===== config.mk =====
export PLATFORM = sky130hd
export DESIGN_NAME = smoothed_accel_landing_detector
export DESIGN_NICKNAME = d
export VERILOG_FILES = /design/src/rtl/sald_pkg.sv /design/src/rtl/smoothed_accel_landing_detector.sv /design/src/rtl/sald_dp.sv /design/src/rtl/sald_ctrl.sv
export SDC_FILE = /design/constraint.sdc
export NUM_CORES = 2
export LEC_CHECK = 0
export BUFFER_PORTS_ARGS = -buffer_cell sky130_fd_sc_hd__buf_2
export CORE_MARGIN = 3
export CORE_UTILIZATION = 55
export DETAILED_ROUTE_END_ITERATION = 8
export PLACE_DENSITY = 0.71
export SKIP_LAST_GASP = 1
export SLEW_MARGIN = 20
export SYNTH_ARGS = -nofsm -noshare
export SYNTH_HDL_FRONTEND = slang
export SYNTH_SLANG_ARGS = --single-unit

===== constraint.sdc =====
create_clock -name clk -period 28.9 [get_ports clk]
set_input_delay 1.445 -clock clk [delete_from_list [all_inputs] [get_ports clk]]
set_output_delay 1.445 -clock clk [all_outputs]
set_load 0.03 [all_outputs]

===== src/rtl/sald_pkg.sv =====
// ----------------------------------------------------------------------------
// sald_pkg
// Types and constants shared by the smoothed acceleration landing detector.
// ----------------------------------------------------------------------------
package sald_pkg;

	localparam int unsigned NUM_AXES    = 3;
	localparam int unsigned AXIS_W      = 2;
	localparam int unsigned SAMPLE_W    = 16;
	localparam int unsigned STATE_W     = 32;
	localparam int unsigned GAIN_W      = 16;
	localparam int unsigned THRESH_W    = 15;
	localparam int unsigned MAG_W       = 32;
	localparam int unsigned CFG_INDEX_W = 2;
	localparam int unsigned CFG_DATA_W  = 16;
	localparam int unsigned STEP_W      = 3;

	// configuration register indexes
	localparam logic [CFG_INDEX_W-1:0] REG_FILTER_GAIN      = 2'd0;
	localparam logic [CFG_INDEX_W-1:0] REG_MOVING_THRESHOLD = 2'd1;

	localparam logic [GAIN_W-1:0]   GAIN_RESET   = 16'd1014;
	localparam logic [THRESH_W-1:0] THRESH_RESET = 15'd768;

	// sequencer steps: filter multiplies run in steps 0..2, result in the last
	localparam logic [STEP_W-1:0] LAST_MUL_STEP = 3'd2;
	localparam logic [STEP_W-1:0] LAST_STEP     = 3'd5;

	typedef struct packed {
		logic signed [SAMPLE_W-1:0] accel_north;
		logic signed [SAMPLE_W-1:0] accel_east;
		logic signed [SAMPLE_W-1:0] accel_up;
	} in_t;

	typedef struct packed {
		logic             on_ground;
		logic [MAG_W-1:0] magnitude_squared;
	} out_t;

	typedef struct packed {
		logic              load;
		logic              mul_en;
		logic [AXIS_W-1:0] mul_axis;
		logic              finish;
	} cmd_t;

endpackage


===== src/rtl/smoothed_accel_landing_detector.sv =====
// ----------------------------------------------------------------------------
// smoothed_accel_landing_detector
// Low-pass filtered acceleration magnitude with a landing threshold.
// ----------------------------------------------------------------------------
// Input channel in_valid/in_stall/in_data carries one north/east/up sample
// in q8.8 m/s^2; each request updates three first-order low-pass states and
// yields one result on out_valid/out_stall/out_data: on_ground and the sum of
// squares of the smoothed axes in q16.16.
// A request is taken when in_valid is high and in_stall low. in_stall is high
// while a request is being worked on. The sequencer runs one shared filter
// multiplier over the three axes in turn, then the squaring stage, and loads
// the result behind out_valid; a new request can be taken the cycle after the
// result is loaded, so a request is not taken before the last one is through.
// If out_stall holds a result, the next request is still accepted and worked
// on, and waits in its last step until the output register is taken.
// Reset (arst_n low) clears the filter states to zero, sets filter_gain to
// 1014 and moving_threshold to 768 and empties the output.
// Configuration: cfg_we with cfg_index 0 (filter_gain) or 1
// (moving_threshold); write only while no request is in flight.
// ----------------------------------------------------------------------------
module smoothed_accel_landing_detector (
	input  logic                              clk,
	input  logic                              arst_n,
	input  logic                              in_valid,
	output logic                              in_stall,
	input  sald_pkg::in_t                     in_data,
	output logic                              out_valid,
	input  logic                              out_stall,
	output sald_pkg::out_t                    out_data,
	input  logic                              cfg_we,
	input  logic [sald_pkg::CFG_INDEX_W-1:0]  cfg_index,
	input  logic [sald_pkg::CFG_DATA_W-1:0]   cfg_data
);

	sald_pkg::cmd_t cmd;

	sald_ctrl u_ctrl (
		.clk       (clk),
		.arst_n    (arst_n),
		.in_valid  (in_valid),
		.in_stall  (in_stall),
		.out_valid (out_valid),
		.out_stall (out_stall),
		.cmd       (cmd)
	);

	sald_dp u_dp (
		.clk       (clk),
		.arst_n    (arst_n),
		.cmd       (cmd),
		.in_data   (in_data),
		.cfg_we    (cfg_we),
		.cfg_index (cfg_index),
		.cfg_data  (cfg_data),
		.out_data  (out_data)
	);

endmodule


===== src/rtl/sald_dp.sv =====
// ----------------------------------------------------------------------------
// sald_dp
// Datapath: per-axis low-pass update, squaring, sum and threshold compare.
// ----------------------------------------------------------------------------
module sald_dp (
	input  logic                              clk,
	input  logic                              arst_n,
	input  sald_pkg::cmd_t                    cmd,
	input  sald_pkg::in_t                     in_data,
	input  logic                              cfg_we,
	input  logic [sald_pkg::CFG_INDEX_W-1:0]  cfg_index,
	input  logic [sald_pkg::CFG_DATA_W-1:0]   cfg_data,
	output sald_pkg::out_t                    out_data
);

	logic [sald_pkg::GAIN_W-1:0]   gain_q;
	logic [sald_pkg::THRESH_W-1:0] thr_q;
	logic [2*sald_pkg::THRESH_W-1:0] thr_sq_q;

	logic signed [sald_pkg::SAMPLE_W-1:0] sample_q [sald_pkg::NUM_AXES];
	logic signed [sald_pkg::STATE_W-1:0]  state_q  [sald_pkg::NUM_AXES];

	logic signed [sald_pkg::STATE_W:0]     diff;
	logic signed [sald_pkg::STATE_W+17:0]  prod;
	logic signed [sald_pkg::STATE_W:0]     delta_s1;
	logic signed [sald_pkg::STATE_W-1:0]   base_s1;
	logic [sald_pkg::AXIS_W-1:0]           ax_s1;
	logic                                  upd_v_s1;
	logic signed [sald_pkg::STATE_W:0]     upd_sum;
	logic signed [sald_pkg::STATE_W-1:0]   new_state;
	logic signed [sald_pkg::SAMPLE_W-1:0]  q88_s2;
	logic                                  sq_v_s2;
	logic signed [2*sald_pkg::SAMPLE_W-1:0] sq;
	logic [sald_pkg::MAG_W-1:0]            sum_q;
	sald_pkg::out_t                        out_q;

	// configuration registers
	always_ff @(posedge clk or negedge arst_n) begin
		if (!arst_n) begin
			gain_q <= sald_pkg::GAIN_RESET;
			thr_q  <= sald_pkg::THRESH_RESET;
		end else if (cfg_we) begin
			if (cfg_index == sald_pkg::REG_FILTER_GAIN) begin
				gain_q <= cfg_data[sald_pkg::GAIN_W-1:0];
			end
			if (cfg_index == sald_pkg::REG_MOVING_THRESHOLD) begin
				thr_q <= cfg_data[sald_pkg::THRESH_W-1:0];
			end
		end
	end

	// request capture and squared threshold
	always_ff @(posedge clk) begin
		if (cmd.load) begin
			sample_q[0] <= in_data.accel_north;
			sample_q[1] <= in_data.accel_east;
			sample_q[2] <= in_data.accel_up;
			thr_sq_q    <= thr_q * thr_q;
		end
	end

	// filter multiply: (sample * 2^16 - state) * alpha, floor by 2^16
	assign diff = {sample_q[cmd.mul_axis][sald_pkg::SAMPLE_W-1], sample_q[cmd.mul_axis],
		16'h0000} - {state_q[cmd.mul_axis][sald_pkg::STATE_W-1], state_q[cmd.mul_axis]};
	assign prod = diff * $signed({1'b0, gain_q});

	always_ff @(posedge clk) begin
		if (cmd.mul_en) begin
			delta_s1 <= prod[sald_pkg::STATE_W+16:16];
			base_s1  <= state_q[cmd.mul_axis];
			ax_s1    <= cmd.mul_axis;
		end
	end

	assign upd_sum   = {base_s1[sald_pkg::STATE_W-1], base_s1} + delta_s1;
	assign new_state = upd_sum[sald_pkg::STATE_W-1:0];

	always_ff @(posedge clk or negedge arst_n) begin
		if (!arst_n) begin
			upd_v_s1 <= 1'b0;
			sq_v_s2  <= 1'b0;
			for (int i = 0; i < sald_pkg::NUM_AXES; i++) begin
				state_q[i] <= '0;
			end
		end else begin
			upd_v_s1 <= cmd.mul_en;
			sq_v_s2  <= upd_v_s1;
			if (upd_v_s1) begin
				state_q[ax_s1] <= new_state;
			end
		end
	end

	// smoothed axis in q8.8 is the top half of the state
	always_ff @(posedge clk) begin
		if (upd_v_s1) begin
			q88_s2 <= new_state[sald_pkg::STATE_W-1:16];
		end
	end

	assign sq = q88_s2 * q88_s2;

	always_ff @(posedge clk) begin
		if (cmd.load) begin
			sum_q <= '0;
		end else if (sq_v_s2) begin
			sum_q <= sum_q + $unsigned(sq);
		end
	end

	always_ff @(posedge clk) begin
		if (cmd.finish) begin
			out_q.on_ground         <= (sum_q < {2'b00, thr_sq_q});
			out_q.magnitude_squared <= sum_q;
		end
	end

	assign out_data = out_q;

endmodule


===== src/rtl/sald_ctrl.sv =====
// ----------------------------------------------------------------------------
// sald_ctrl
// Sequencer: request handshake, step counter and output valid.
// ----------------------------------------------------------------------------
module sald_ctrl (
	input  logic           clk,
	input  logic           arst_n,
	input  logic           in_valid,
	output logic           in_stall,
	output logic           out_valid,
	input  logic           out_stall,
	output sald_pkg::cmd_t cmd
);

	localparam logic ST_IDLE = 1'b0;
	localparam logic ST_RUN  = 1'b1;

	logic                        state_q;
	logic [sald_pkg::STEP_W-1:0] step_q;
	logic                        out_valid_q;
	logic                        out_free;
	logic                        in_acc;
	logic                        at_last;

	assign out_free = !out_valid_q || !out_stall;
	assign in_stall = (state_q != ST_IDLE);
	assign in_acc   = in_valid && !in_stall;
	assign at_last  = (state_q == ST_RUN) && (step_q == sald_pkg::LAST_STEP);

	always_comb begin
		cmd          = '0;
		cmd.load     = in_acc;
		cmd.mul_en   = (state_q == ST_RUN) && (step_q <= sald_pkg::LAST_MUL_STEP);
		cmd.mul_axis = step_q[sald_pkg::AXIS_W-1:0];
		cmd.finish   = at_last && out_free;
	end

	always_ff @(posedge clk or negedge arst_n) begin
		if (!arst_n) begin
			state_q <= ST_IDLE;
			step_q  <= '0;
		end else begin
			case (state_q)
				ST_IDLE: begin
					step_q <= '0;
					if (in_acc) begin
						state_q <= ST_RUN;
					end
				end
				ST_RUN: begin
					// hold on the last step until the output register frees up
					if (cmd.finish) begin
						state_q <= ST_IDLE;
						step_q  <= '0;
					end else if (!at_last) begin
						step_q <= step_q + 1'b1;
					end
				end
				default: begin
					state_q <= ST_IDLE;
					step_q  <= '0;
				end
			endcase
		end
	end

	always_ff @(posedge clk or negedge arst_n) begin
		if (!arst_n) begin
			out_valid_q <= 1'b0;
		end else if (cmd.finish) begin
			out_valid_q <= 1'b1;
		end else if (!out_stall) begin
			out_valid_q <= 1'b0;
		end
	end

	assign out_valid = out_valid_q;

`ifndef SYNTHESIS
	a_accept_starts_run: assert property (@(posedge clk) disable iff (!arst_n)
		in_acc |=> (state_q == ST_RUN) && (step_q == '0))
		else $error("accepted request did not start the sequence");

	a_finish_when_free: assert property (@(posedge clk) disable iff (!arst_n)
		cmd.finish |-> (state_q == ST_RUN) && out_free)
		else $error("result loaded while output register busy or not running");

	a_valid_from_finish: assert property (@(posedge clk) disable iff (!arst_n)
		$rose(out_valid_q) |-> $past(cmd.finish))
		else $error("output valid raised without a finished request");

	a_no_mul_past_axes: assert property (@(posedge clk) disable iff (!arst_n)
		cmd.mul_en |-> (step_q <= sald_pkg::LAST_MUL_STEP))
		else $error("filter multiply issued outside the axis steps");
`endif

endmodule

==> flow_summary.json <==
{
  "hold_buffers": 0,
  "use_met3_pct": 5.26,
  "clock.fmax_mhz": 84.2,
  "dr.first_iter.drc_count": 2406,
  "cts_num_sinks": 358,
  "cpPeakStageDelay_ps": 790,
  "synth_area_mm2": 0.0499,
  "path_delay_family": "adder cells",
  "syn_to_final_growth_pct": 6.27,
  "ys_seq_elements": 358,
  "path_buf_inv": 7,
  "hold_viol": 0,
  "crit_slowest_cell": "nor4_1",
  "end_kind": "flip-flop",
  "post_cts_buffers": 0,
  "layout.nets": 6448,
  "place_hpwl_um": 92500,
  "num_io_pins": 106,
  "finalSetupTns_ps": 0,
  "std_cell_rows": 109,
  "worst-slew-pin-transition_ps": 1150,
  "antenna_found_initial": 4,
  "max-cap-violations": 0,
  "synthCells": 5087,
  "synth_warnings": 0,
  "htreeDepth": 2,
  "placement.io_buffers": 105,
  "crit_top_cell": "fa_1",
  "dieArea_mm2": 0.0944,
  "vias_per_cell": 5.41,
  "clock_latency_ps": 590,
  "numCtsBuffers": 41,
  "path_clk_slew_ps": 60,
  "drive_gt1_share_pct": 6.45,
  "vias": 34081,
  "avgSynthCellArea_um2": 9.81,
  "startpoint_type": "flip-flop",
  "slew_headroom_pct": 23.5,
  "yosys-top-cells-count": "1145 x inv_1, 893 x fa_1, 625 x nand2_1",
  "clock_skew_ps": 19.2,
  "globalplace.congestion": 0.888,
  "setup_violations": 0,
  "yosys.area.top_type_share_pct": 35.8,
  "synth_fp_nets": 6439,
  "synthTopCellsByArea": "fa_1 36%, edfxtp_1 12%, ha_1 9.7%, inv_1 8.6%, dfrtp_1 6.2%",
  "first_global_vias": 36560,
  "busiest_layer": "met2",
  "seq_area_frac_synth_pct": 19.6,
  "slew_violations": 0,
  "synth_cell_types": 84,
  "crit_required_ps": 29340,
  "worstSetupPathType": "reg -> reg",
  "synth_area_leader_cell": "fa_1",
  "core_mm2": 0.0892,
  "timing.final.crit_share_pct": 41.1,
  "cts-root-buf": "clkbuf_16",
  "grt_max_degree": 87,
  "cts_tree": "yes",
  "overflow": 0,
  "cts_buffer_depth": 3,
  "wire_per_inst_um": 19.1,
  "remaining_drc_errors": 0,
  "synth_edf_count": 192,
  "grt_setup_unrepaired": "false",
  "path_max_fanout": 46,
  "grt.total_usage_pct": 26.5,
  "grt_pass1_wl_um": 196000,
  "arrival_ps": 12310,
  "fp.dieH_um": 307,
  "drt-total-wl_um": 120000,
  "hp-class": "reg -> reg",
  "start_util_pct": 56.0,
  "final_util_pct": 59.5,
  "grtUsageMet2_pct": 43.3,
  "die_x_um": 307,
  "synthFlopType": "edfxtp_1",
  "ctsResizeCount": 0,
  "route.antenna.remaining_nets": 0,
  "min_period_ps": 11870,
  "async_reset_ff_share_pct": 37.4,
  "dr.pass1.iters": 5,
  "status": "finished clean",
  "synthMostInstantiatedCell": "inv_1",
  "met1_usage_pct": 36.3
}
[sequential cells by signal (all words and copies together) (netlist names)]
register / flops
u_dp.state_q: 96
u_dp.sample_q: 48
u_dp.out_data: 33
u_dp.base_s1: 32
u_dp.delta_s1: 32
u_dp.sum_q: 32
u_dp.thr_sq_q: 29
u_dp.gain_q: 16
u_dp.q88_s2: 16
u_dp.thr_q: 15
u_ctrl.step_q: 3
u_dp.ax_s1: 2
u_ctrl.in_stall: 1
u_ctrl.out_valid: 1
u_dp.sq_v_s2: 1
u_dp.upd_v_s1: 1
[layout make-up]
class | instances | area (µm²)
diodes | 1 | 2.50
clock inverters | 25 | 279
fillers | 7452 | 36100
clock buffers | 51 | 1150
flip-flops and latches | 358 | 9780
multi-input cells | 3392 | 35200
well taps | 1165 | 1460
inverters | 1147 | 4310
repair buffers | 156 | 918
[layout by cell type (no fill, tap or decap), types with 82 or more instances in the layout]
| cell type | instances |
|---|---|
| buf_2 | 104 |
| a21oi_1 | 133 |
| edfxtp_1 | 192 |
| nand2_1 | 625 |
| inv_1 | 1144 |
| xnor2_1 | 118 |
| o21ai_0 | 171 |
| and2_1 | 275 |
| ha_1 | 388 |
| dfrtp_1 | 122 |
| mux2i_1 | 82 |
| fa_1 | 893 |
| nor2_1 | 146 |
[logic make-up (layout without fill, tap and decap cells)]
family | Yosys count | in the layout | share of synthesized area, %
multiplexers | 138 | 138 | 2.92
AO/OA/AOI/OAI | 528 | 528 | 6.59
adder cells (fa/ha/maj) | 1281 | 1281 | 45.5
buffers and inverters | 1337 | 1379 | 10.2
XOR/XNOR | 179 | 179 | 3.14
other | 0 | 1 | 0
flip-flops | 358 | 358 | 19.6
AND/OR/NAND/NOR | 1266 | 1266 | 12.1
[tightest hold or removal path: stages (launching register included)]
cell and delay (ps):
dfrtp_1 340, nand2_1 40, o21ai_0 60
[path summary, 6_finish.rpt]
| path | start | endpoint | slack (ps) | depth (start not counted) |
|---|---|---|---|---|
| setup / recovery | u_ctrl.step_q[0]$_DFFE_PN0P_ | u_dp.delta_s1[24]$_DFFE_PP_ | 17030 | 33 |
| hold / removal | u_dp.state_q[92]$_DFFE_PN0P_ | u_dp.state_q[92]$_DFFE_PN0P_ | 480 | 2 |
| setup reg to reg | u_ctrl.step_q[0]$_DFFE_PN0P_ | u_dp.delta_s1[24]$_DFFE_PP_ | 17030 | 33 |
| hold reg to reg | u_dp.state_q[92]$_DFFE_PN0P_ | u_dp.state_q[92]$_DFFE_PN0P_ | 480 | 2 |
| max in group asynchronous | arst_n | u_dp.thr_q[7]$_DFFE_PN0P_ | 26670 | 2 |
| min in group asynchronous | arst_n | u_dp.state_q[62]$_DFFE_PN0P_ | 870 | 1 |
[layer usage]
metal  vias up  share of wire, %
met5         -             0.025
met2      1084                47
met4         4               2.8
met3       207               7.5
met1     17159                43
li1      15627                 -
[per-stage QoR]
stage          std cells  instance area [µm²]  setup slack (ps)  hold WS, ps
2_1_floorplan       5087                49900             19110          449
3_3_place_gp        6218                51600             17520          460
3_5_place_dp        6218                51600             17180          470
4_1_cts             6294                53000             17120          483
5_1_grt             6294                53000             16390          502
6_report            6295                53100             17030          478
Power is not shown: default switching activity piles up to over one toggle a cycle in this logic, so the estimate is an artifact.
